<file path="config.mk">
export PLATFORM = sky130hd
export DESIGN_NAME = fixed_prefix_code_byte_decoder
export DESIGN_NICKNAME = d
export VERILOG_FILES = /design/src/rtl/fpcd_pkg.sv /design/src/rtl/fpcd_front.sv /design/src/rtl/fpcd_queue.sv /design/src/rtl/fpcd_back.sv /design/src/rtl/fixed_prefix_code_byte_decoder.sv
export SDC_FILE = /design/constraint.sdc
export NUM_CORES = 1
export LEC_CHECK = 0
export ABC_AREA = 1
export BUFFER_PORTS_ARGS = -buffer_cell sky130_fd_sc_hd__buf_2
export CAP_MARGIN = 20
export CORE_MARGIN = 2
export CORE_UTILIZATION = 28
export DETAILED_ROUTE_END_ITERATION = 6
export PLACE_DENSITY = 0.45
export REMOVE_ABC_BUFFERS = 1
export SYNTH_ARGS = -nofsm -noshare
export SYNTH_HDL_FRONTEND = slang
export SYNTH_SLANG_ARGS = --single-unit
</file>
<file path="constraint.sdc">
create_clock -name clock -period 11.1 [get_ports clock]
set_clock_uncertainty 0.05 [all_clocks]
set_input_delay 0 -clock clock [delete_from_list [all_inputs] [get_ports clock]]
set_output_delay 0 -clock clock [all_outputs]
set_load 0.01 [all_outputs]
</file>
<file path="src/rtl/fpcd_pkg.sv">
// Shared types, constants and the code table of the fixed prefix code byte decoder.
`timescale 1ns / 1ps
package fpcd_pkg;

   localparam int LEN_W    = 24;
   localparam int Q_DEPTH  = 2;
   localparam int Q_PTR_W  = (Q_DEPTH > 1) ? $clog2(Q_DEPTH) : 1;
   localparam int Q_FILL_W = $clog2(Q_DEPTH + 1);
   localparam int MAX_RES  = 3;

   localparam logic [1:0] PH_PREFIX  = 2'd0;
   localparam logic [1:0] PH_LITERAL = 2'd1;
   localparam logic [1:0] PH_SELECT  = 2'd2;

   localparam logic [2:0] MAX_ONES       = 3'd6;
   localparam logic [3:0] SEVEN_ONES_IDX = 4'd9;

   typedef struct packed {
      logic [7:0] in_byte;
      logic       first_of_stream;
   } req_type;

   typedef struct packed {
      logic [7:0] out_byte;
      logic       last_of_run;
      logic       stream_done;
   } rsp_type;

   typedef struct packed {
      logic [MAX_RES-1:0][7:0] chars;
      logic [1:0]              count;
      logic                    first;
   } entry_type;

   typedef struct packed {
      logic      push;
      entry_type entry;
   } push_type;

   function automatic logic [7:0] code_char(input logic [3:0] idx);
      logic [7:0] c;
      case (idx)
         4'd0:    c = 8'h20;
         4'd1:    c = 8'h65;
         4'd2:    c = 8'h74;
         4'd3:    c = 8'h6F;
         4'd4:    c = 8'h61;
         4'd5:    c = 8'h72;
         4'd6:    c = 8'h6E;
         4'd7:    c = 8'h69;
         4'd8:    c = 8'h73;
         4'd9:    c = 8'h68;
         4'd10:   c = 8'h20;
         default: c = 8'h00;
      endcase
      return c;
   endfunction

endpackage

</file>
<file path="src/rtl/fpcd_front.sv">
// Front end: accepts requests and decodes the bits of each byte into up to three characters.
`timescale 1ns / 1ps
module fpcd_front (
   input  logic              clock,
   input  logic              reset,
   input  logic              req_valid,
   output logic              req_stall,
   input  fpcd_pkg::req_type req_payload,
   input  logic              queue_full,
   output fpcd_pkg::push_type push_out
);

   logic [1:0] phase_ff, phase_in;
   logic [2:0] ones_ff, ones_in;
   logic [7:0] shift_ff, shift_in;
   logic [3:0] bits_ff, bits_in;
   logic       accept;
   logic [fpcd_pkg::MAX_RES-1:0][7:0] chars;
   logic [1:0]                        nchars;

   assign accept    = req_valid && !queue_full;
   assign req_stall = queue_full;

   always_comb begin
      logic [1:0] ph;
      logic [2:0] ones;
      logic [7:0] sh;
      logic [3:0] bs;
      logic       b;
      chars  = '0;
      nchars = '0;
      if (req_payload.first_of_stream) begin
         ph   = fpcd_pkg::PH_PREFIX;
         ones = '0;
         sh   = '0;
         bs   = '0;
      end else begin
         ph   = phase_ff;
         ones = ones_ff;
         sh   = shift_ff;
         bs   = bits_ff;
      end
      for (int i = 0; i < 8; i++) begin
         b = req_payload.in_byte[7 - i];
         case (ph)
            fpcd_pkg::PH_LITERAL: begin
               sh = {sh[6:0], b};
               bs = bs + 4'd1;
               if (bs >= 4'd8) begin
                  if (nchars != 2'd3) begin
                     chars[nchars] = sh;
                     nchars        = nchars + 2'd1;
                  end
                  sh = '0;
                  bs = '0;
                  ph = fpcd_pkg::PH_PREFIX;
               end
            end
            fpcd_pkg::PH_SELECT: begin
               if (nchars != 2'd3) begin
                  chars[nchars] = fpcd_pkg::code_char(4'(ones[2:1]) * 4'd3 + 4'(b));
                  nchars        = nchars + 2'd1;
               end
               ones = '0;
               ph   = fpcd_pkg::PH_PREFIX;
            end
            default: begin
               ph = fpcd_pkg::PH_PREFIX;
               if (b) begin
                  if (ones >= fpcd_pkg::MAX_ONES) begin
                     if (nchars != 2'd3) begin
                        chars[nchars] = fpcd_pkg::code_char(fpcd_pkg::SEVEN_ONES_IDX);
                        nchars        = nchars + 2'd1;
                     end
                     ones = '0;
                  end else begin
                     ones = ones + 3'd1;
                  end
               end else if (ones == 3'd0) begin
                  ph = fpcd_pkg::PH_LITERAL;
                  sh = '0;
                  bs = '0;
               end else if (ones[0]) begin
                  ph = fpcd_pkg::PH_SELECT;
               end else begin
                  if (nchars != 2'd3) begin
                     chars[nchars] = fpcd_pkg::code_char(4'(ones[2:1]) * 4'd3 - 4'd1);
                     nchars        = nchars + 2'd1;
                  end
                  ones = '0;
               end
            end
         endcase
      end
      phase_in = ph;
      ones_in  = ones;
      shift_in = sh;
      bits_in  = bs;
   end

   always_comb begin
      push_out             = '0;
      push_out.push        = accept;
      push_out.entry.chars = chars;
      push_out.entry.count = nchars;
      push_out.entry.first = req_payload.first_of_stream;
   end

   always_ff @(posedge clock) begin
      if (reset) begin
         phase_ff <= fpcd_pkg::PH_PREFIX;
         ones_ff  <= '0;
         shift_ff <= '0;
         bits_ff  <= '0;
      end else if (accept) begin
         phase_ff <= phase_in;
         ones_ff  <= ones_in;
         shift_ff <= shift_in;
         bits_ff  <= bits_in;
      end
   end

endmodule

</file>
<file path="src/rtl/fpcd_queue.sv">
// Short queue of decoded request entries between the front end and the back end.
`timescale 1ns / 1ps
module fpcd_queue (
   input  logic                clock,
   input  logic                reset,
   input  fpcd_pkg::push_type  push_in,
   input  logic                pop,
   output logic                full,
   output logic                not_empty,
   output fpcd_pkg::entry_type head
);

   fpcd_pkg::entry_type                entries_ff [fpcd_pkg::Q_DEPTH];
   logic [fpcd_pkg::Q_PTR_W-1:0]       wr_ptr_ff, wr_ptr_in;
   logic [fpcd_pkg::Q_PTR_W-1:0]       rd_ptr_ff, rd_ptr_in;
   logic [fpcd_pkg::Q_FILL_W-1:0]      fill_ff, fill_in;
   logic                               do_push, do_pop;

   assign full      = (fill_ff == fpcd_pkg::Q_FILL_W'(fpcd_pkg::Q_DEPTH));
   assign not_empty = (fill_ff != '0);
   assign head      = entries_ff[rd_ptr_ff];
   assign do_push   = push_in.push && !full;
   assign do_pop    = pop && not_empty;

   always_comb begin
      wr_ptr_in = wr_ptr_ff;
      rd_ptr_in = rd_ptr_ff;
      fill_in   = fill_ff;
      if (do_push) begin
         wr_ptr_in = (wr_ptr_ff == fpcd_pkg::Q_PTR_W'(fpcd_pkg::Q_DEPTH - 1)) ?
                     '0 : wr_ptr_ff + 1'b1;
      end
      if (do_pop) begin
         rd_ptr_in = (rd_ptr_ff == fpcd_pkg::Q_PTR_W'(fpcd_pkg::Q_DEPTH - 1)) ?
                     '0 : rd_ptr_ff + 1'b1;
      end
      if (do_push && !do_pop) begin
         fill_in = fill_ff + 1'b1;
      end else if (do_pop && !do_push) begin
         fill_in = fill_ff - 1'b1;
      end
   end

   always_ff @(posedge clock) begin
      if (reset) begin
         wr_ptr_ff <= '0;
         rd_ptr_ff <= '0;
         fill_ff   <= '0;
      end else begin
         wr_ptr_ff <= wr_ptr_in;
         rd_ptr_ff <= rd_ptr_in;
         fill_ff   <= fill_in;
      end
   end

   always_ff @(posedge clock) begin
      if (do_push) begin
         entries_ff[wr_ptr_ff] <= push_in.entry;
      end
   end

   a_no_overfill: assert property (@(posedge clock) disable iff (reset)
      fill_ff <= fpcd_pkg::Q_FILL_W'(fpcd_pkg::Q_DEPTH))
      else $error("queue fill beyond depth");

   a_push_not_dropped: assert property (@(posedge clock) disable iff (reset)
      push_in.push |-> !full)
      else $error("push into full queue");

endmodule

</file>
<file path="src/rtl/fpcd_back.sv">
// Back end: counts decoded bytes against the output length and drives the result register.
`timescale 1ns / 1ps
module fpcd_back #(
   parameter int COUNT_WIDTH = 24
) (
   input  logic                      clock,
   input  logic                      reset,
   input  logic                      csr_write_enable,
   input  logic [fpcd_pkg::LEN_W-1:0] csr_write_data,
   input  logic                      entry_valid,
   input  fpcd_pkg::entry_type       entry,
   output logic                      pop,
   output logic                      rsp_valid,
   input  logic                      rsp_stall,
   output fpcd_pkg::rsp_type         rsp_payload
);

   localparam int CMP_W = (COUNT_WIDTH > fpcd_pkg::LEN_W) ? COUNT_WIDTH : fpcd_pkg::LEN_W;

   logic [fpcd_pkg::LEN_W-1:0] len_ff;
   logic [COUNT_WIDTH-1:0]     count_ff, count_in;
   logic                       fin_ff, fin_in;
   logic [1:0]                 idx_ff, idx_in;
   logic                       rsp_valid_ff, rsp_valid_in;
   fpcd_pkg::rsp_type          rsp_ff, rsp_in;

   logic                   first_now, fin_eff, stop, done, out_free, emit, last;
   logic [COUNT_WIDTH-1:0] cnt_eff, cnt_inc;
   logic [CMP_W-1:0]       len_ext;

   assign first_now = entry.first && (idx_ff == 2'd0);
   assign cnt_eff   = first_now ? '0 : count_ff;
   assign fin_eff   = first_now ? 1'b0 : fin_ff;
   assign cnt_inc   = cnt_eff + 1'b1;
   assign len_ext   = CMP_W'(len_ff);
   assign stop      = fin_eff || (CMP_W'(cnt_eff) >= len_ext);
   assign done      = (CMP_W'(cnt_inc) >= len_ext);
   assign out_free  = !rsp_valid_ff || !rsp_stall;
   assign last      = done || (idx_ff == entry.count - 2'd1);
   assign emit      = entry_valid && !stop && (entry.count != 2'd0) && out_free;

   always_comb begin
      pop      = 1'b0;
      count_in = count_ff;
      fin_in   = fin_ff;
      idx_in   = idx_ff;
      if (entry_valid) begin
         if (stop) begin
            pop      = 1'b1;
            count_in = cnt_eff;
            fin_in   = 1'b1;
            idx_in   = '0;
         end else if (entry.count == 2'd0) begin
            pop      = 1'b1;
            count_in = cnt_eff;
            fin_in   = fin_eff;
         end else if (out_free) begin
            count_in = cnt_inc;
            fin_in   = done;
            if (last) begin
               pop    = 1'b1;
               idx_in = '0;
            end else begin
               idx_in = idx_ff + 2'd1;
            end
         end
      end
   end

   always_comb begin
      rsp_in             = rsp_ff;
      rsp_valid_in       = rsp_stall ? rsp_valid_ff : 1'b0;
      if (emit) begin
         rsp_valid_in       = 1'b1;
         rsp_in.out_byte    = entry.chars[idx_ff];
         rsp_in.last_of_run = last;
         rsp_in.stream_done = done;
      end
   end

   always_ff @(posedge clock) begin
      if (reset) begin
         len_ff       <= '0;
         count_ff     <= '0;
         fin_ff       <= 1'b0;
         idx_ff       <= '0;
         rsp_valid_ff <= 1'b0;
      end else begin
         if (csr_write_enable) begin
            len_ff <= csr_write_data;
         end
         count_ff     <= count_in;
         fin_ff       <= fin_in;
         idx_ff       <= idx_in;
         rsp_valid_ff <= rsp_valid_in;
      end
   end

   always_ff @(posedge clock) begin
      rsp_ff <= rsp_in;
   end

   assign rsp_valid   = rsp_valid_ff;
   assign rsp_payload = rsp_ff;

   a_done_is_last: assert property (@(posedge clock) disable iff (reset)
      rsp_valid_ff && rsp_ff.stream_done |-> rsp_ff.last_of_run)
      else $error("stream_done without last_of_run");

   a_done_stops: assert property (@(posedge clock) disable iff (reset)
      emit && done |=> fin_ff)
      else $error("decoding not stopped after final byte");

endmodule

</file>
<file path="src/rtl/fixed_prefix_code_byte_decoder.sv">
// Top level of the fixed prefix code byte decoder.
//
// Requests carry one compressed byte (bits used MSB first) and a first_of_stream
// flag that clears the bit state and the produced count before the byte is used.
// Each request yields zero to three responses, one decoded byte each; the last
// response of a request has last_of_run set, and stream_done marks the response
// that reaches output_length, after which requests are dropped until a new stream.
// csr_write_data loads output_length when csr_write_enable is high.
// The front end decodes a whole byte in the cycle it is accepted and pushes the
// characters into a two-entry queue; the back end sends one response per cycle
// into the output register unless rsp_stall holds it. Each response passes through
// the queue entry and then the output register. The back end takes one queue entry
// at a time through the single response register while the queue takes requests.
// rsp_stall holds the response register and, once the queue is full, raises req_stall.
// Reset is synchronous and clears output_length, all decode state and the response valid.
`timescale 1ns / 1ps
module fixed_prefix_code_byte_decoder #(
   parameter int COUNT_WIDTH = 24
) (
   input  logic                       clock,
   input  logic                       reset,
   input  logic                       req_valid,
   output logic                       req_stall,
   input  fpcd_pkg::req_type          req_payload,
   output logic                       rsp_valid,
   input  logic                       rsp_stall,
   output fpcd_pkg::rsp_type          rsp_payload,
   input  logic                       csr_write_enable,
   input  logic [fpcd_pkg::LEN_W-1:0] csr_write_data
);

   fpcd_pkg::push_type  push;
   fpcd_pkg::entry_type head;
   logic                queue_full, queue_not_empty, pop;

   fpcd_front u_front (
      .clock       (clock),
      .reset       (reset),
      .req_valid   (req_valid),
      .req_stall   (req_stall),
      .req_payload (req_payload),
      .queue_full  (queue_full),
      .push_out    (push)
   );

   fpcd_queue u_queue (
      .clock     (clock),
      .reset     (reset),
      .push_in   (push),
      .pop       (pop),
      .full      (queue_full),
      .not_empty (queue_not_empty),
      .head      (head)
   );

   fpcd_back #(
      .COUNT_WIDTH (COUNT_WIDTH)
   ) u_back (
      .clock            (clock),
      .reset            (reset),
      .csr_write_enable (csr_write_enable),
      .csr_write_data   (csr_write_data),
      .entry_valid      (queue_not_empty),
      .entry            (head),
      .pop              (pop),
      .rsp_valid        (rsp_valid),
      .rsp_stall        (rsp_stall),
      .rsp_payload      (rsp_payload)
   );

endmodule
</file>
==> summary.md <==
| Metric | Value |
|---|---|
| Bufs on Longest Clock Path | 2 |
| WHS Endpoint | u_back.len_ext[6]$_SDFFE_PP0P_ |
| # clock sinks | 137 |
| Ant diodes | 0 |
| Residual DRC | 0 |
| Initial Util | about 28% |
| Number of distinct library cells after synthesis | 73 |
| Synth Instances | 4176 |
| Synth warn | 0 |
| Filler cell count | 9663 |
| Clock latency on the worst-skew pair | 0.43 ns |
| CP max-delay cell | ha_1 |
| Vias/cell | 5.26 |
| Mux share of post-synthesis cell area | 0.223% |
| Crit Path Category | in -> reg |
| Final #Nets | 4455 |
| TritonRoute pass-1 iters | 6 |
| Max Clk Rate | 97.7 MHz |
| Area Growth Syn to Fin | 11.1% |
| Die Y | 298 µm |
| Final Util | approximately a third |
| Layout cells sized above 1 | 9.66% |
| Max Slew Vio Count | 0 |
| Worst stage delay on the critical path | roughly 0.7 ns |
| Port Buffers | 49 |
| Largest family of logic cells by synthesized area | simple AND/OR/NAND/NOR gates |
| Worst-Margin Slew | around 1.2 ns |
| Htree depth | 4 |
| Initial antenna violation count | 0 |
| Gr ovfl total | 0 |
| Row count | between 100 and 150 |
| Starting DRT DRC Count | 2824 |
| CP required | ~11 ns |
| Ys async rst share | 0% |
| Synth top area share | 20.0% |
| Hold Slack | 0.0889 ns |
| Worst r2r dst | u_queue.entries_ff[1][22]$_DFFE_PP_ |
| CTS tree | done |
| Endpoints failing setup | 0 |
| Seq cells post-synth | 137 |
| IO Count | 50 |
| R2R Setup Slk | about 0.9 ns |
| Seq/Total Area, Yosys | 14.0% |
| Most common cell in the netlist | nand2_1 |
| Per-cell routed wire length | roughly 19 µm |
| Worst-path fanout max | 15 |
| Max-cap check violation count | 0 |
| Hold WC Path Type | in -> reg |
| Via count | 28157 |
| R2r startpoint | u_front.ones_ff[2]$_SDFFE_PP0P_ |
| First-pass GRT wire length | 158000 µm |
| Synth Area in Compound Gates | 20.8% |
| GPL Wtd Cong | 0.968 |
| Status | finished clean |
| Total CTS buffers | 17 |
| Routed Antenna Nets | 0 |
| Hold wc startpoint | csr_write_enable |
| Post-Synth Adder-Cell Area | 11.2% |
| Post-synth EDFFs | 64 |
| Max_slew headroom | 19.0% |
| Commonest cells post-synth | 1287 x nand2_1, 462 x inv_1, 422 x nand3_1 |
| Most frequent cell on the critical path | inv_1 |
| Total GRT Usage | 22.2% |
| CORE AREA | 85300 µm² |
| Synth Area in Simple Gates | a little over two fifths |
| Post-Route WL | 101000 µm |
| Final Cycle Share | 92.3% |
| Die Width | roughly 300 µm |
| Clk slew on worst S/H paths | 0.07 ns |
| Vias in the first global route | roughly 26000 |
| Top cells by area, synth | nand2_1 20%, ha_1 11%, nand3_1 8.7%, edfxtp_1 8.0%, o21ai_0 7.4% |
| Pin count of the biggest net entering global routing | 47 |
| Crit path time final | between 10 and 15 ns |
| CP Capture Type | register |
| Hold Vio Cnt, Final | 0 |
| Leading area contributor after synthesis | nand2_1 |
| Worst setup SP type | input port |
| Synth Cell Area | between 20000 and 25000 µm² |
| Final setup TNS | 0 ns |
| Syn Area/Cell | 5.78 µm² |
| Root Buffer | clkbuf_16 |
| RSZ-0062 raised after global routing | false |
| Hold Path Cell Cnt | 4 |
| Die area | 88600 µm² |
| Reg2Reg Depth | 59 |
| Crit path DAT | 10.38 ns |
| Post-synth top flop | dfxtp_1 |
| Detailed-placement wirelength estimate | 79200 µm |
| Synth Area in XOR/XNOR | 1.09% |
-- critical path, delay by kind of cell --
| family | cells | cell delay, ns |
|---|---|---|
| compound gates | 6 | 1.46 |
| fa+ha+maj | 7 | 2.46 |
| buf+inv | 21 | 3.02 |
| simple gates | 25 | 3.46 |
-- cells by family after synthesis --
kind of cell / after synthesis
multiplexers: 5
XOR/XNOR: 30
AO/OA/AOI/OAI: 871
flip-flops: 137
buffers and inverters: 667
AND/OR/NAND/NOR: 2250
adder cells (fa/ha/maj): 216
-- metal layers --
layer | GRT usage [%] | share of wire, % | up-vias | wire, µm
met5 | 0 | 0 | - | 0
met4 | 7.12 | 3.0 | 0 | 3050
met3 | 2.10 | 6.4 | 156 | 6530
met2 | 34.6 | 44 | 1050 | 44300
met1 | 31.8 | 47 | 12981 | 47600
li1 | - | - | 13970 | -
-- what timing repair did --
item | in CTS | in global routing
buffers inserted | 0 | 3
endpoints found under the setup margin | 2 | 68
endpoints found under the hold margin | 31 | 0
gates cloned | 0 | 0
resized for setup | 1 | 51
hold buffers | 30 | 0
pin swaps | 0 | 3
-- sequential cells by signal, summed over array words and instances (netlist names), 3 cells and up, named ones only --
name and count:
u_back.count_ff 24, u_back.rsp_payload 10, u_front.ones_ff 3, u_back.len_ext 24, u_front.shift_ff 7, u_front.bits_ff 4, u_queue.entries_ff 54
-- placed cells by master (no fill, tap or decap), types with 28 or more instances in the layout --
cell type,synthesis,final
nor3_1,34,34
ha_1,216,210
nand2_2,51,53
nor2_1,289,282
o22ai_1,57,55
dfxtp_1,73,73
a21oi_1,231,227
inv_2,38,43
buf_2,22,50
nand4_1,45,45
buf_4,8,68
nand3_1,422,422
xor2_1,29,28
o211ai_1,87,87
nand2_1,1287,1284
o21ai_0,357,352
dlygate4sd3_1,0,30
inv_1,462,458
edfxtp_1,64,64
-- through the flow --
step | instances | area [µm²] | worst slack (ns)
after floorplan | 4029 | 23500 | -2.93
after global placement | 5291 | 25700 | 0.121
after detailed placement | 5292 | 25700 | 0.0366
after CTS | 5354 | 26600 | 0.0163
after global routing | 5358 | 26800 | 0.000000888
final | 5358 | 26800 | 0.859
-- worst max-delay path by stage --
stage / from / cells after the start / slack (ns) / endpoint
floorplan: u_front.phase_ff[0]$_SDFFE_PP0P_ / 57 / -2.93 / u_queue.entries_ff[0][15]$_DFFE_PP_
detailed placement: u_front.phase_ff[0]$_SDFFE_PP0P_ / 58 / 0.04 / u_queue.entries_ff[1][15]$_DFFE_PP_
finish: req_payload[0] / 59 / 0.86 / u_queue.entries_ff[1][22]$_DFFE_PP_
global placement: u_front.phase_ff[0]$_SDFFE_PP0P_ / 58 / 0.12 / u_queue.entries_ff[0][15]$_DFFE_PP_
CTS: req_payload[0] / 61 / 0.02 / u_queue.entries_ff[0][15]$_DFFE_PP_
global route: req_payload[0] / 71 / 0.0000009 / u_queue.entries_ff[0][15]$_DFFE_PP_
-- cell type report --
| cell class | instances | area, µm² | area share (%) |
|---|---|---|---|
| Tap cell | 1144 | 1430 | 5.34 |
| Multi-Input combinational cell | 3372 | 18300 | 68.3 |
| Inverter | 520 | 1980 | 7.37 |
| Clock inverter | 15 | 171 | 0.639 |
| Sequential cell | 137 | 3380 | 12.6 |
| Clock buffer | 17 | 425 | 1.59 |
| Timing Repair Buffer | 153 | 1120 | 4.19 |
Power is not shown: default switching activity piles up to over one toggle a cycle in this logic, so the estimate is an artifact.
